<file path="config.mk">
export PLATFORM = sky130hd
export DESIGN_NAME = ascii_integer_parser
export DESIGN_NICKNAME = d
export VERILOG_FILES = /design/src/design/aip_pkg.sv /design/src/design/aip_parse.sv /design/src/design/ascii_integer_parser.sv
export VERILOG_INCLUDE_DIRS = /design/src /design/src/design
export SDC_FILE = /design/constraint.sdc
export NUM_CORES = 1
export LEC_CHECK = 0
export BUFFER_PORTS_ARGS = -buffer_cell sky130_fd_sc_hd__buf_2
export CORE_MARGIN = 2
export CORE_UTILIZATION = 50
export CTS_CLUSTER_SIZE = 14
export DETAILED_ROUTE_END_ITERATION = 10
export PLACE_DENSITY = 0.67
export SLEW_MARGIN = 20
export SYNTH_ARGS = -nofsm -noshare
export SYNTH_HDL_FRONTEND = slang
export SYNTH_SLANG_ARGS = --single-unit
</file>
<file path="constraint.sdc">
create_clock -name clk -period 8.1 [get_ports clk]
set_input_delay 1.62 -clock clk [delete_from_list [all_inputs] [get_ports clk]]
set_output_delay 1.62 -clock clk [all_outputs]
set_load 0.02 [all_outputs]
</file>
<file path="src/design/assert_macros.svh">
// ----------------------------------------------------------------------------
// Assertion macros
// Shorthand for clocked implication checks with an asynchronous reset guard.
// ----------------------------------------------------------------------------
`ifndef ASSERT_MACROS_SVH
`define ASSERT_MACROS_SVH

// Same-cycle implication: cons must hold whenever ante holds.
`define AST_IMPL(label, clk, rst_n, ante, cons) \
	label: assert property (@(posedge clk) disable iff (!rst_n) (ante) |-> (cons)) \
		else $error("same-cycle check failed");

// Next-cycle implication: cons must hold in the cycle after ante.
`define AST_NEXT(label, clk, rst_n, ante, cons) \
	label: assert property (@(posedge clk) disable iff (!rst_n) (ante) |=> (cons)) \
		else $error("next-cycle check failed");

`endif

</file>
<file path="src/design/aip_pkg.sv">
// ----------------------------------------------------------------------------
// ASCII integer parser package
// Shared types, character codes and the digit decoder.
// ----------------------------------------------------------------------------
package aip_pkg;

	typedef enum logic [2:0] {
		PH_SPACE   = 3'd0,
		PH_PREFIX  = 3'd1,
		PH_ZERO    = 3'd2,
		PH_DIGITS  = 3'd3,
		PH_STOPPED = 3'd4
	} phase_t;

	// Parser status reported to the top level.
	typedef struct packed {
		phase_t phase;
		logic   negative;
	} parse_status_t;

	localparam logic [7:0] CH_NUL     = 8'h00;
	localparam logic [7:0] CH_TAB     = 8'h09;
	localparam logic [7:0] CH_SPACE   = 8'h20;
	localparam logic [7:0] CH_PERCENT = 8'h25;
	localparam logic [7:0] CH_PLUS    = 8'h2B;
	localparam logic [7:0] CH_MINUS   = 8'h2D;
	localparam logic [7:0] CH_DIGIT0  = 8'h30;
	localparam logic [7:0] CH_LOWER_X = 8'h78;

	localparam logic [5:0] RADIX_AUTO = 6'd0;
	localparam logic [5:0] RADIX_BIN  = 6'd2;
	localparam logic [5:0] RADIX_OCT  = 6'd8;
	localparam logic [5:0] RADIX_DEC  = 6'd10;
	localparam logic [5:0] RADIX_HEX  = 6'd16;

	// Value of a digit or letter; 64 marks a character that is no digit.
	localparam logic [6:0] DIGIT_NONE = 7'd64;

	function automatic logic [6:0] digit_value(input logic [7:0] c);
		logic [7:0] d;
		d = 8'd64;
		if (c inside {[8'h30:8'h39]}) begin
			d = c - 8'h30;
		end else if (c inside {[8'h41:8'h5A]}) begin
			d = c - 8'h37;
		end else if (c inside {[8'h61:8'h7A]}) begin
			d = c - 8'h57;
		end
		return d[6:0];
	endfunction

endpackage

</file>
<file path="src/design/aip_parse.sv">
// ----------------------------------------------------------------------------
// ASCII integer parser state
// Holds the parse state and updates it by one character per enabled cycle.
// ----------------------------------------------------------------------------
module aip_parse (
	input  logic                  clk,
	input  logic                  arst_n,
	input  logic                  en,
	input  logic [7:0]            char_in,
	input  logic [5:0]            radix_mode,
	output logic signed [31:0]    value,
	output aip_pkg::parse_status_t status
);
	import aip_pkg::*;

	phase_t      phase_q, phase_d;
	logic        neg_q, neg_d;
	logic [31:0] acc_q, acc_d;
	logic [5:0]  radix_q, radix_d;

	logic [6:0]  dval;
	logic        take_pfx;
	logic        do_digit;
	logic [31:0] prod;

	assign dval = digit_value(char_in);
	assign prod = acc_q * {26'b0, radix_d};

	// Result of the current string, valid when char_in is the terminator.
	assign value  = neg_q ? -$signed(acc_q) : $signed(acc_q);
	assign status = '{phase: phase_q, negative: neg_q};

	always_comb begin
		phase_d  = phase_q;
		neg_d    = neg_q;
		acc_d    = acc_q;
		radix_d  = radix_q;
		take_pfx = 1'b0;
		do_digit = 1'b0;

		case (phase_q)
			PH_SPACE: begin
				if (char_in == CH_SPACE || char_in == CH_TAB) begin
					phase_d = PH_SPACE;
				end else if (char_in == CH_MINUS) begin
					neg_d   = 1'b1;
					phase_d = PH_PREFIX;
				end else if (char_in == CH_PLUS) begin
					phase_d = PH_PREFIX;
				end else begin
					take_pfx = 1'b1;
				end
			end
			PH_PREFIX: begin
				take_pfx = 1'b1;
			end
			PH_ZERO: begin
				if (char_in == CH_PERCENT) begin
					radix_d = RADIX_BIN;
					phase_d = PH_DIGITS;
				end else if (char_in == CH_LOWER_X) begin
					radix_d = RADIX_HEX;
					phase_d = PH_DIGITS;
				end else begin
					radix_d  = RADIX_OCT;
					do_digit = 1'b1;
				end
			end
			PH_DIGITS: begin
				do_digit = 1'b1;
			end
			default: begin
				phase_d = PH_STOPPED;
			end
		endcase

		// The first significant character picks the radix.
		if (take_pfx) begin
			if (radix_mode == RADIX_AUTO) begin
				if (char_in == CH_DIGIT0) begin
					phase_d = PH_ZERO;
				end else begin
					radix_d  = RADIX_DEC;
					do_digit = 1'b1;
				end
			end else begin
				radix_d  = radix_mode;
				do_digit = 1'b1;
			end
		end

		if (do_digit) begin
			if (dval >= {1'b0, radix_d}) begin
				phase_d = PH_STOPPED;
			end else begin
				acc_d   = prod + {25'b0, dval};
				phase_d = PH_DIGITS;
			end
		end

		// The terminator re-arms the parser for the next string.
		if (char_in == CH_NUL) begin
			phase_d = PH_SPACE;
			neg_d   = 1'b0;
			acc_d   = '0;
			radix_d = '0;
		end
	end

	always_ff @(posedge clk or negedge arst_n) begin
		if (!arst_n) begin
			phase_q <= PH_SPACE;
			neg_q   <= 1'b0;
			acc_q   <= '0;
			radix_q <= '0;
		end else if (en) begin
			phase_q <= phase_d;
			neg_q   <= neg_d;
			acc_q   <= acc_d;
			radix_q <= radix_d;
		end
	end

endmodule

</file>
<file path="src/design/ascii_integer_parser.sv">
// ----------------------------------------------------------------------------
// ASCII integer parser
// Turns a zero-terminated character stream into signed 32-bit integers.
// ----------------------------------------------------------------------------
// The block takes one character per input beat and emits one signed result
// beat for each zero byte, which ends a string. Leading spaces and tabs are
// skipped and one optional '+' or '-' is taken. With radix_mode at zero the
// radix follows the prefix: "0x" is hexadecimal, "0%" is binary, any other
// leading zero is octal and anything else is decimal; a nonzero radix_mode
// is used as the fixed radix. Letters of either case count as digits ten and
// up. The first character that is not a digit of the radix freezes the
// value until the terminator, and the value wraps modulo 2^32. The block
// accepts one beat every clock cycle unless the input side stalls. A
// character waits in the input register and is folded into the accumulator
// by a single 32 by 6 bit multiply-add on the next edge. A terminator
// instead loads the output register as it leaves the input register, and
// the output register then presents its result beat. The input side stalls
// only when a terminator meets a result that the downstream side has not
// yet taken.
// radix_mode may be written only while no string is in flight; it takes
// effect at the first significant character of the next string.
module ascii_integer_parser (
	input  logic               clk,
	input  logic               arst_n,
	// Configuration: radix_mode
	input  logic               cfg_wen,
	input  logic [5:0]         cfg_wdata,
	// Character stream
	input  logic               s_tvalid,
	output logic               s_tready,
	input  logic [7:0]         s_tdata,   // [7:0] character
	// Result stream
	output logic               m_tvalid,
	input  logic               m_tready,
	output logic signed [31:0] m_tdata    // [31:0] value
);
	import aip_pkg::*;

	`include "assert_macros.svh"

	// Configuration register.
	logic [5:0] radix_mode_q;

	// Input stage: one character waiting to be folded in.
	logic       valid_s1;
	logic [7:0] char_s1;

	// Output register.
	logic               out_valid_q;
	logic signed [31:0] out_data_q;

	logic               term_s1;
	logic               advance;
	logic               emit;
	logic signed [31:0] parse_value;
	parse_status_t      parse_status;

	assign term_s1 = (char_s1 == CH_NUL);

	// Only a terminator needs the output register; other characters always move on.
	assign advance  = !(valid_s1 && term_s1 && out_valid_q && !m_tready);
	assign emit     = valid_s1 && term_s1 && advance;
	assign s_tready = !valid_s1 || advance;

	assign m_tvalid = out_valid_q;
	assign m_tdata  = out_data_q;

	always_ff @(posedge clk or negedge arst_n) begin
		if (!arst_n) begin
			radix_mode_q <= RADIX_AUTO;
		end else if (cfg_wen) begin
			radix_mode_q <= cfg_wdata;
		end
	end

	always_ff @(posedge clk or negedge arst_n) begin
		if (!arst_n) begin
			valid_s1 <= 1'b0;
		end else if (s_tready) begin
			valid_s1 <= s_tvalid;
		end
	end

	always_ff @(posedge clk) begin
		if (s_tready && s_tvalid) begin
			char_s1 <= s_tdata;
		end
	end

	aip_parse u_parse (
		.clk        (clk),
		.arst_n     (arst_n),
		.en         (valid_s1 && advance),
		.char_in    (char_s1),
		.radix_mode (radix_mode_q),
		.value      (parse_value),
		.status     (parse_status)
	);

	always_ff @(posedge clk or negedge arst_n) begin
		if (!arst_n) begin
			out_valid_q <= 1'b0;
		end else if (emit) begin
			out_valid_q <= 1'b1;
		end else if (m_tready) begin
			out_valid_q <= 1'b0;
		end
	end

	always_ff @(posedge clk) begin
		if (emit) begin
			out_data_q <= parse_value;
		end
	end

	// A terminator never overwrites a result that is still waiting.
	`AST_IMPL(a_no_overwrite, clk, arst_n, valid_s1 && term_s1 && out_valid_q && !m_tready, !s_tready && !emit)
	// A consumed terminator always shows up as a result beat.
	`AST_NEXT(a_emit_result, clk, arst_n, emit, m_tvalid)
	// After a terminator the parser is back to skipping whitespace, sign cleared.
	`AST_NEXT(a_rearm, clk, arst_n, emit, parse_status.phase == PH_SPACE && !parse_status.negative)

endmodule

</file>
==> reports/qor.txt, run 1 <==
I/O pins - 53
Cell variety after synth - 69
Type of the worst setup path - reg2reg
Core area - 20200 sq um
Final period utilization - 91.2%
IO buf count - 52
Worst Setup End Kind - flop
CP Max Fanout - 20
Post-CTS sizing - 0
Crit path required time - 8.36 ns
Number of synthesized flops with an enable pin - 40
# H-tree levels - 3
Vias in the first global route - 7872
CTS tree - yes
DRT Pass-1 Iters - 7
Routed length per instance - 18.8 um
Post-synthesis sequential area ratio - 23.9%
Setup bufs post-CTS - 0
Post-Synthesis Cells - 1034
Highest Clock Rate - 135 MHz
Initial Utilization - 50.9%
Antenna Cells - 0
Ys async rst share - 55.6%
Vias - 7622
DR DRC count - 0
Final #Nets - 1269
Final setup TNS - 0 ns
Largest family of logic cells by synthesized area - adder cells
Top_reg_cell synth - dfrtp_1
Gr ovfl total - 0
WP data arrival - 7.64 ns
First-pass GRT wire length - 42400 um
Critical Path Source Type - flop
Synth warn - 0
DP HPWL - 18400 um
Num CTS Buffers - 9
Tightest Pin Transition - 0.965 ns
Clock-pin transition on the worst setup and hold timing paths - 0.07 ns
Relative slew slack - 35.6%
Mapped Area - 10300 sq um
Cell taking the most area after synthesis - fa_1
Die area - 21700 sq um
Worst Skew - 0.0103 ns
ANT nets after route - 0
Post-Synth XOR/XNOR Area - 5.90%
Max Slew Vio Count - 0
Overall Global Routing Usage - 24.7%
Final setup fails - 0
Starting DRT DRC Count - 469
Main area contributors after synthesis - fa_1, dfrtp_1, edfxtp_1
Share of post-route cells with drive strength above 1 - 10.5%
Syn avg cell area - 9.92 sq um
Final hold viol count - 0
Max Root-Sink Buffers - 2
# rows - 52
#FFs+latches synth - 90
Synth Area in Compound Gates - 13.6%
Net Count, Synth - 1245
Commonest cells after routing, fill and taps aside - and2_1, fa_1, ha_1
Die Y - 147 um
Routed wire length - 25100 um
Die width - 147 um
RSZ-0062 raised after global routing - no
Commonest non-fill, non-tap cell in the layout - and2_1
Via/cell ratio - 5.72
CTS Sinks - 90
Minimum clock period - 7.38 ns
Largest net degree at the start of global routing - 51
Mux cell area share after synthesis - 0.866%
MaxCap Viol Count - 0
Root buf cell - clkbuf_16
Worst min path class - reg2reg
Adder-Cell Fraction of Synth Area - 31.7%
Outcome - finished clean
Hold-fix buffers, CTS - 0
Initial antenna violation count - 0
GP Congestion - 0.907
Area delta synth->final - 7.91%
Synth Area in Simple Gates - 19.3%
Share of the synthesized area in the top cell type - 22.0%
Latest clock arrival within the worst-skew pair - 0.37 ns
[routing by layer]
metal	vias to the layer above	part of all wire, %	wire (um)	global-route usage (%)
met5	-	0	0	0
met4	0	1.2	291	6.11
met3	18	4.3	1080	3.66
met2	166	48	12100	40.7
met1	3861	46	11600	34.6
li1	3577	-	-	-
[registers in the layout, summed over array words and instances (netlist names)]
name             cells
m_tdata             32
u_parse.acc_q       32
char_s1              8
radix_mode_q         6
u_parse.radix_q      6
u_parse.phase_q      3
m_tvalid             1
u_parse.neg_q        1
valid_s1             1
[metrics by stage]
stage                     utilization (%)  hold WS [ns]  std cells  setup WS, ns  cell area, sq um
after floorplan                         -         0.449       1034          1.40             10300
after global placement               53.3         0.464       1316         0.767             10800
after detailed placement             53.3         0.467       1316         0.589             10800
after CTS                            54.8         0.484       1332         0.537             11100
after global routing                 54.9         0.505       1333         0.217             11100
final                                54.9         0.491       1333         0.715             11100
[layout make-up]
type | count | area, sq um
multi-input combinational | 821 | 7340
fill | 1818 | 9100
tap | 270 | 338
sequential | 90 | 2450
inverter | 67 | 251
clock buffer | 11 | 233
clock inverter | 5 | 62.6
timing repair buffer | 69 | 400
[path summary, 6_finish.rpt]
path / startpoint / endpoint / slack (ns) / cells after the start
setup reg to reg: char_s1[0] / u_parse.acc_q[31] / 0.72 / 25
hold / removal: u_parse.radix_q[1] / u_parse.radix_q[1] / 0.49 / 2
hold reg to reg: u_parse.radix_q[1] / u_parse.radix_q[1] / 0.49 / 2
min in group asynchronous: arst_n / u_parse.acc_q[25] / 1.38 / 2
max in group asynchronous: arst_n / u_parse.acc_q[10] / 6.25 / 2
setup / recovery: char_s1[0] / u_parse.acc_q[31] / 0.72 / 25
[synthesized netlist by cell type, types with 12 or more instances]
cell type,n
edfxtp_1,40
nor2_1,38
o21ai_0,48
a22o_1,16
a21o_1,19
xnor2_1,54
dfrtp_1,50
nand2_1,67
a21oi_1,34
o21ai_1,12
clkbuf_1,44
and2_1,149
fa_1,113
nand2b_1,19
nor3_1,18
inv_1,67
ha_1,79
[logic make-up after synthesis]
kind of cell	Yosys count
and+or+nand+nor	347
AOI/OAI and AO/OA	208
adders and majority gates	192
buffers and inverters	123
DFF	90
xor gates and xnor gates	66
muxes	8
[critical path: stages, from the launching register on]
cell       delay, ns
edfxtp_1        0.47
inv_1           0.15
ha_1            0.27
and3b_1         0.22
o21a_1          0.21
nor3_2          0.33
mux2i_1         0.19
a21oi_2         0.79
and2_1          0.25
fa_1            0.43
fa_1            0.50
fa_1            0.56
inv_1           0.06
fa_1            0.54
inv_1           0.04
ha_1            0.33
o21ai_0         0.10
a211oi_1        0.23
o21ai_0         0.16
a21oi_1         0.25
nor2b_1         0.27
o2111ai_1       0.16
o21ai_0         0.30
a31oi_1         0.14
xnor2_1         0.14
a22o_1          0.19
Power of run 1 is not shown: default switching activity piles up to over one toggle a cycle in this logic, so the estimate is an artifact.
==> inputs of run 2 (changes only) <==
==> constraint.sdc (replaced) <==
create_clock -name clk -period 7.02 [get_ports clk]
set_input_delay 1.404 -clock clk [delete_from_list [all_inputs] [get_ports clk]]
set_output_delay 1.404 -clock clk [all_outputs]
set_load 0.02 [all_outputs]
==> run 2 against run 1 <==
Compared with the run above: count of clock-buffer cells in the layout increased by 1; final cell count increased by 1.8%; flip-flop and latch count unchanged; routed wire length decreased by 0.81%; clock skew about the same; fmax increased by 11%.
==> reports/qor.txt, run 2 (same netlist as run 1, synthesis figures left out) <==
Final #Nets - 1293 (was 1269)
Type of the worst setup path - reg2reg (unchanged)
Final period utilization - 94.5% (was 91.2%)
Area delta synth->final - 10.5% (was 7.91%)
Final std cells w/o fill - 1357 (was 1333)
Commonest non-fill, non-tap cell in the layout - and2_1 (unchanged)
# H-tree levels - 3 (unchanged)
Vias in the first global route - 7886 (was 7872)
Max Root-Sink Buffers - 2 (unchanged)
Antenna Cells - 0 (unchanged)
Initial Utilization - 50.9% (unchanged)
# rows - 52 (unchanged)
Clock-pin transition on the worst setup and hold timing paths - 0.08 ns (was 0.07 ns)
Fillers - 1786 (was 1818)
Share of post-route cells with drive strength above 1 - 13.8% (was 10.5%)
Routed wire length - 24900 um (was 25100 um)
Reg area - 2450 sq um (unchanged)
Worst Setup End Kind - flop (unchanged)
Vias - 7732 (was 7622)
Area of the multi-input gates - 7420 sq um (was 7340 sq um)
Overall Global Routing Usage - 24.4% (was 24.7%)
Initial antenna violation count - 0 (unchanged)
Latest clock arrival within the worst-skew pair - 0.36 ns (was 0.37 ns)
DP HPWL - 18500 um (was 18400 um)
Gr ovfl total - 0 (unchanged)
Final setup TNS - 0 ns (unchanged)
Hold_ws - 0.508 ns (was 0.491 ns)
CTS Sinks - 90 (unchanged)
Final setup fails - 0 (unchanged)
Outcome - finished clean (unchanged)
Die width - 147 um (unchanged)
MaxCap Viol Count - 0 (unchanged)
DR DRC count - 0 (unchanged)
Relative slew slack - 50.8% (was 35.6%)
Via/cell ratio - 5.70 (was 5.72)
Starting DRT DRC Count - 546 (was 469)
Max Slew Vio Count - 0 (unchanged)
Worst Skew - 0.0106 ns (was 0.0103 ns)
Num CTS Buffers - 9 (unchanged)
DRT Pass-1 Iters - 5 (was 7)
Core area - 20200 sq um (unchanged)
IO buf count - 52 (unchanged)
GP Congestion - 0.936 (was 0.907)
Root buf cell - clkbuf_16 (unchanged)
I/O pins - 53 (unchanged)
ANT nets after route - 0 (unchanged)
Flop-to-flop setup slack - 0.38 ns (was 0.72 ns)
Hold-fix buffers, CTS - 0 (unchanged)
Worst min path class - reg2reg (unchanged)
Die Y - 147 um (unchanged)
Critical Path Source Type - flop (unchanged)
Die area - 21700 sq um (unchanged)
First-pass GRT wire length - 41900 um (was 42400 um)
Placed cell count - 1336 (was 1316)
Final hold viol count - 0 (unchanged)
Highest Clock Rate - 151 MHz (was 135 MHz)
Largest net degree at the start of global routing - 51 (unchanged)
Routed length per instance - 18.3 um (was 18.8 um)
WP data arrival - 6.89 ns (was 7.64 ns)
Minimum clock period - 6.64 ns (was 7.38 ns)
CTS tree - yes (unchanged)
CP Max Fanout - 6 (was 20)
Crit path required time - 7.28 ns (was 8.36 ns)
Commonest cells after routing, fill and taps aside - and2_1, fa_1, ha_1 (unchanged)
Tightest Pin Transition - 0.738 ns (was 0.965 ns)
-- run 2: worst max-delay path, stage by stage, from the launching register on --
cell      delay (ns)
edfxtp_1        0.47
ha_1            0.30
and3_1          0.22
o21a_2          0.26
o21ai_1         0.13
o211ai_1        0.22
a211o_2         0.40
nor2_4          0.14
nand2_1         0.09
fa_1            0.48
fa_1            0.54
inv_1           0.05
fa_1            0.53
inv_1           0.05
fa_1            0.52
inv_1           0.04
ha_1            0.33
o21a_1          0.18
o21ai_1         0.18
o31ai_2         0.12
a221o_1         0.40
a31oi_4         0.24
buf_4           0.17
o211ai_1        0.08
o21ai_1         0.12
xnor2_1         0.08
a22o_1          0.19
-- run 2: cell type report --
type	instances	share of cell area [%]
multi-input cells	821	65.4
well taps	270	2.98
flip-flops and latches	90	21.6
clock inverters	4	0.298
clock buffers	12	2.26
repair buffers	93	5.22
inverters	67	2.22
-- run 2: final timing paths --
check                                        start                  to  cells after the start
worst max-delay path                    char_s1[0]   u_parse.acc_q[26]                     26
worst min-delay path            u_parse.radix_q[1]  u_parse.radix_q[1]                      2
worst max register to register          char_s1[0]   u_parse.acc_q[26]                     26
worst min register to register  u_parse.radix_q[1]  u_parse.radix_q[1]                      2
max in group asynchronous                   arst_n    u_parse.acc_q[9]                      2
min in group asynchronous                   arst_n     radix_mode_q[0]                      2
-- run 2: stage by stage --
stage	instance area [sq um]	worst slack [ns]	utilization (%)
2_1_floorplan	10300	0.318	-
3_3_place_gp	10900	0.261	54.1
3_5_place_dp	10900	0.111	54.1
4_1_cts	11200	0.0959	55.5
5_1_grt	11300	-0.0121	56.2
6_report	11300	0.385	56.2
-- run 2: layer usage --
metal  track usage (%)  up-vias  wire length, um
met5                 0        -                0
met4              6.49        0              402
met3              2.98       31              877
met2              40.3      166            12100
met1              34.3     3911            11500
li1                  -     3624                -
-- run 2: repair_timing --
item / in CTS / in global routing
buffers inserted: 0 / 4
setup endpoints to repair: 0 / 13
resized for setup: 0 / 23
Power of run 2 is left out for the same reason.
==> inputs of run 3 (changes only) <==
--- a/config.mk
+++ b/config.mk
@@ -11,7 +11,7 @@
 export CORE_UTILIZATION = 50
 export CTS_CLUSTER_SIZE = 14
 export DETAILED_ROUTE_END_ITERATION = 10
-export PLACE_DENSITY = 0.67
+export PLACE_DENSITY = 0.63
 export SLEW_MARGIN = 20
 export SYNTH_ARGS = -nofsm -noshare
 export SYNTH_HDL_FRONTEND = slang
==> run 3 against run 2 <==
Compared with the run above: fmax shrank 1.7%; via count down 0.75%; largest cell class unchanged; register-to-register slack worse by 0.11 ns; flip-flop and latch count unchanged; global-route usage up 1.3 points.
==> reports/qor.txt, run 3 (same netlist as run 1, synthesis figures left out) <==
Most used cell, CP - inv_1 (was fa_1)
Commonest cells after routing, fill and taps aside - and2_1, fa_1, ha_1 (unchanged)
FF-to-FF Start - char_s1[5] (was char_s1[0])
Biggest cell delay along the critical path - 0.53 ns (was 0.54 ns)
Outcome - finished clean (unchanged)
Core area - 20200 sq um (unchanged)
CP delay by family, top - adder cells (unchanged)
Tightest Pin Transition - 0.790 ns (was 0.738 ns)
# rows - 52 (unchanged)
Routed length per instance - 19.2 um (was 18.3 um)
Max Root-Sink Buffers - 2 (unchanged)
Vias in the first global route - 8104 (was 7886)
ANT nets after route - 0 (unchanged)
Die width - 147 um (unchanged)
Via/cell ratio - 5.68 (was 5.70)
Worst R2R End - u_parse.acc_q[30] (was u_parse.acc_q[26])
Worst slack at placement - 0.123 ns (was 0.111 ns)
Final hold viol count - 0 (unchanged)
Critical Path Source Type - flop (unchanged)
# H-tree levels - 3 (unchanged)
WHS Path Cells - 2 (unchanged)
Minimum clock period - 6.75 ns (was 6.64 ns)
I/O pins - 53 (unchanged)
Final #Nets - 1288 (was 1293)
Latest clock arrival within the worst-skew pair - 0.37 ns (was 0.36 ns)
Type of the worst setup path - reg2reg (unchanged)
Hold-fix buffers, CTS - 0 (unchanged)
Min-delay src - u_parse.radix_q[1] (unchanged)
DP HPWL - 19300 um (was 18500 um)
Register-to-Register Path Depth - 27 (was 26)
Routed wire length - 26000 um (was 24900 um)
Share of post-route cells with drive strength above 1 - 13.7% (was 13.8%)
Largest net degree at the start of global routing - 51 (unchanged)
Worst Skew - 0.0126 ns (was 0.0106 ns)
Worst Setup End Kind - flop (unchanged)
RSZ-0062 raised after global routing - yes
CP Max Fanout - 7 (was 6)
Final setup fails - 0 (unchanged)
First-pass GRT wire length - 43400 um (was 41900 um)
Overall Global Routing Usage - 25.7% (was 24.4%)
Initial antenna violation count - 0 (unchanged)
Num CTS Buffers - 9 (unchanged)
Worst min path class - reg2reg (unchanged)
Hold-critical path endpoint - u_parse.radix_q[1] (unchanged)
Die area - 21700 sq um (unchanged)
Gr ovfl total - 0 (unchanged)
Worst setup margin - 0.272 ns (was 0.385 ns)
Highest Clock Rate - 148 MHz (was 151 MHz)
Root buf cell - clkbuf_16 (unchanged)
Post-layout util - 56.2% (about the same)
Flop-to-flop setup slack - 0.27 ns (was 0.38 ns)
Crit path max-delay cell type - fa_1 (unchanged)
MaxCap Viol Count - 0 (unchanged)
DR DRC count - 0 (unchanged)
Area delta synth->final - 10.4% (was 10.5%)
WP data arrival - 7.01 ns (was 6.89 ns)
Relative slew slack - 47.3% (was 50.8%)
Antenna Cells - 0 (unchanged)
Die Y - 147 um (unchanged)
IO buf count - 52 (unchanged)
CTS tree - yes (unchanged)
Commonest non-fill, non-tap cell in the layout - and2_1 (unchanged)
CTS Sinks - 90 (unchanged)
Final setup TNS - 0 ns (unchanged)
Initial Utilization - 50.9% (unchanged)
CP bufs+invs - 5 (was 4)
Clock-pin transition on the worst setup and hold timing paths - 0.07 ns (was 0.08 ns)
Crit path required time - 7.28 ns (about the same)
Vias - 7674 (was 7732)
Max Slew Vio Count - 0 (unchanged)
Hold_ws - 0.492 ns (was 0.508 ns)
GP Congestion - 0.908 (was 0.936)
Final period utilization - 96.1% (was 94.5%)
Starting DRT DRC Count - 494 (was 546)
DRT Pass-1 Iters - 5 (unchanged)
## run 3: worst reg2reg max path: stages, from the launching register on
cell	delay [ns]
edfxtp_1	0.48
inv_1	0.12
ha_1	0.21
and3_1	0.21
o21a_1	0.24
nor3_2	0.33
nor3b_1	0.26
a211o_1	0.19
nor2_4	0.07
and2_1	0.21
fa_1	0.50
inv_1	0.05
fa_1	0.48
inv_1	0.06
fa_1	0.53
inv_1	0.05
fa_1	0.52
inv_1	0.05
ha_1	0.33
o21a_1	0.19
o21ai_2	0.15
o31ai_2	0.12
a221o_1	0.38
a31oi_4	0.29
o2111ai_1	0.15
a31oi_1	0.21
xnor2_1	0.08
a22o_1	0.19
## run 3: cell type report
type,count,area (sq um)
clock inverters,5,37.5
fillers,1851,8840
inverters,67,251
flip-flops and latches,90,2450
well taps,270,338
repair buffers,88,547
clock buffers,11,275
multi-input cells,821,7430
## run 3: worst max-delay path by stage
stage | startpoint | end | cells past startpoint
floorplan | char_s1[4] | u_parse.acc_q[30] | 27
global placement | char_s1[5] | u_parse.acc_q[30] | 26
detailed placement | char_s1[5] | u_parse.acc_q[31] | 26
CTS | char_s1[5] | u_parse.acc_q[30] | 26
global route | char_s1[5] | u_parse.acc_q[30] | 27
finish | char_s1[5] | u_parse.acc_q[30] | 27
## run 3: routing by layer
layer	vias up	wire, um	global-route usage, %
li1	3611	-	-
met2	159	12400	42.1
met4	0	585	8.94
met3	33	761	2.70
met1	3871	12300	35.7
met5	-	0	0
## run 3: metrics by stage
step,cells,instance area (sq um)
after floorplan,1034,10300
after global placement,1330,10900
after detailed placement,1330,10900
after CTS,1346,11200
after global routing,1352,11300
final,1352,11300
## run 3: repair_timing
item	4_1_cts	5_1_grt
buffers inserted	0	5
endpoints found under the setup margin	0	16
resized for setup	0	25
Power of run 3 is left out for the same reason.
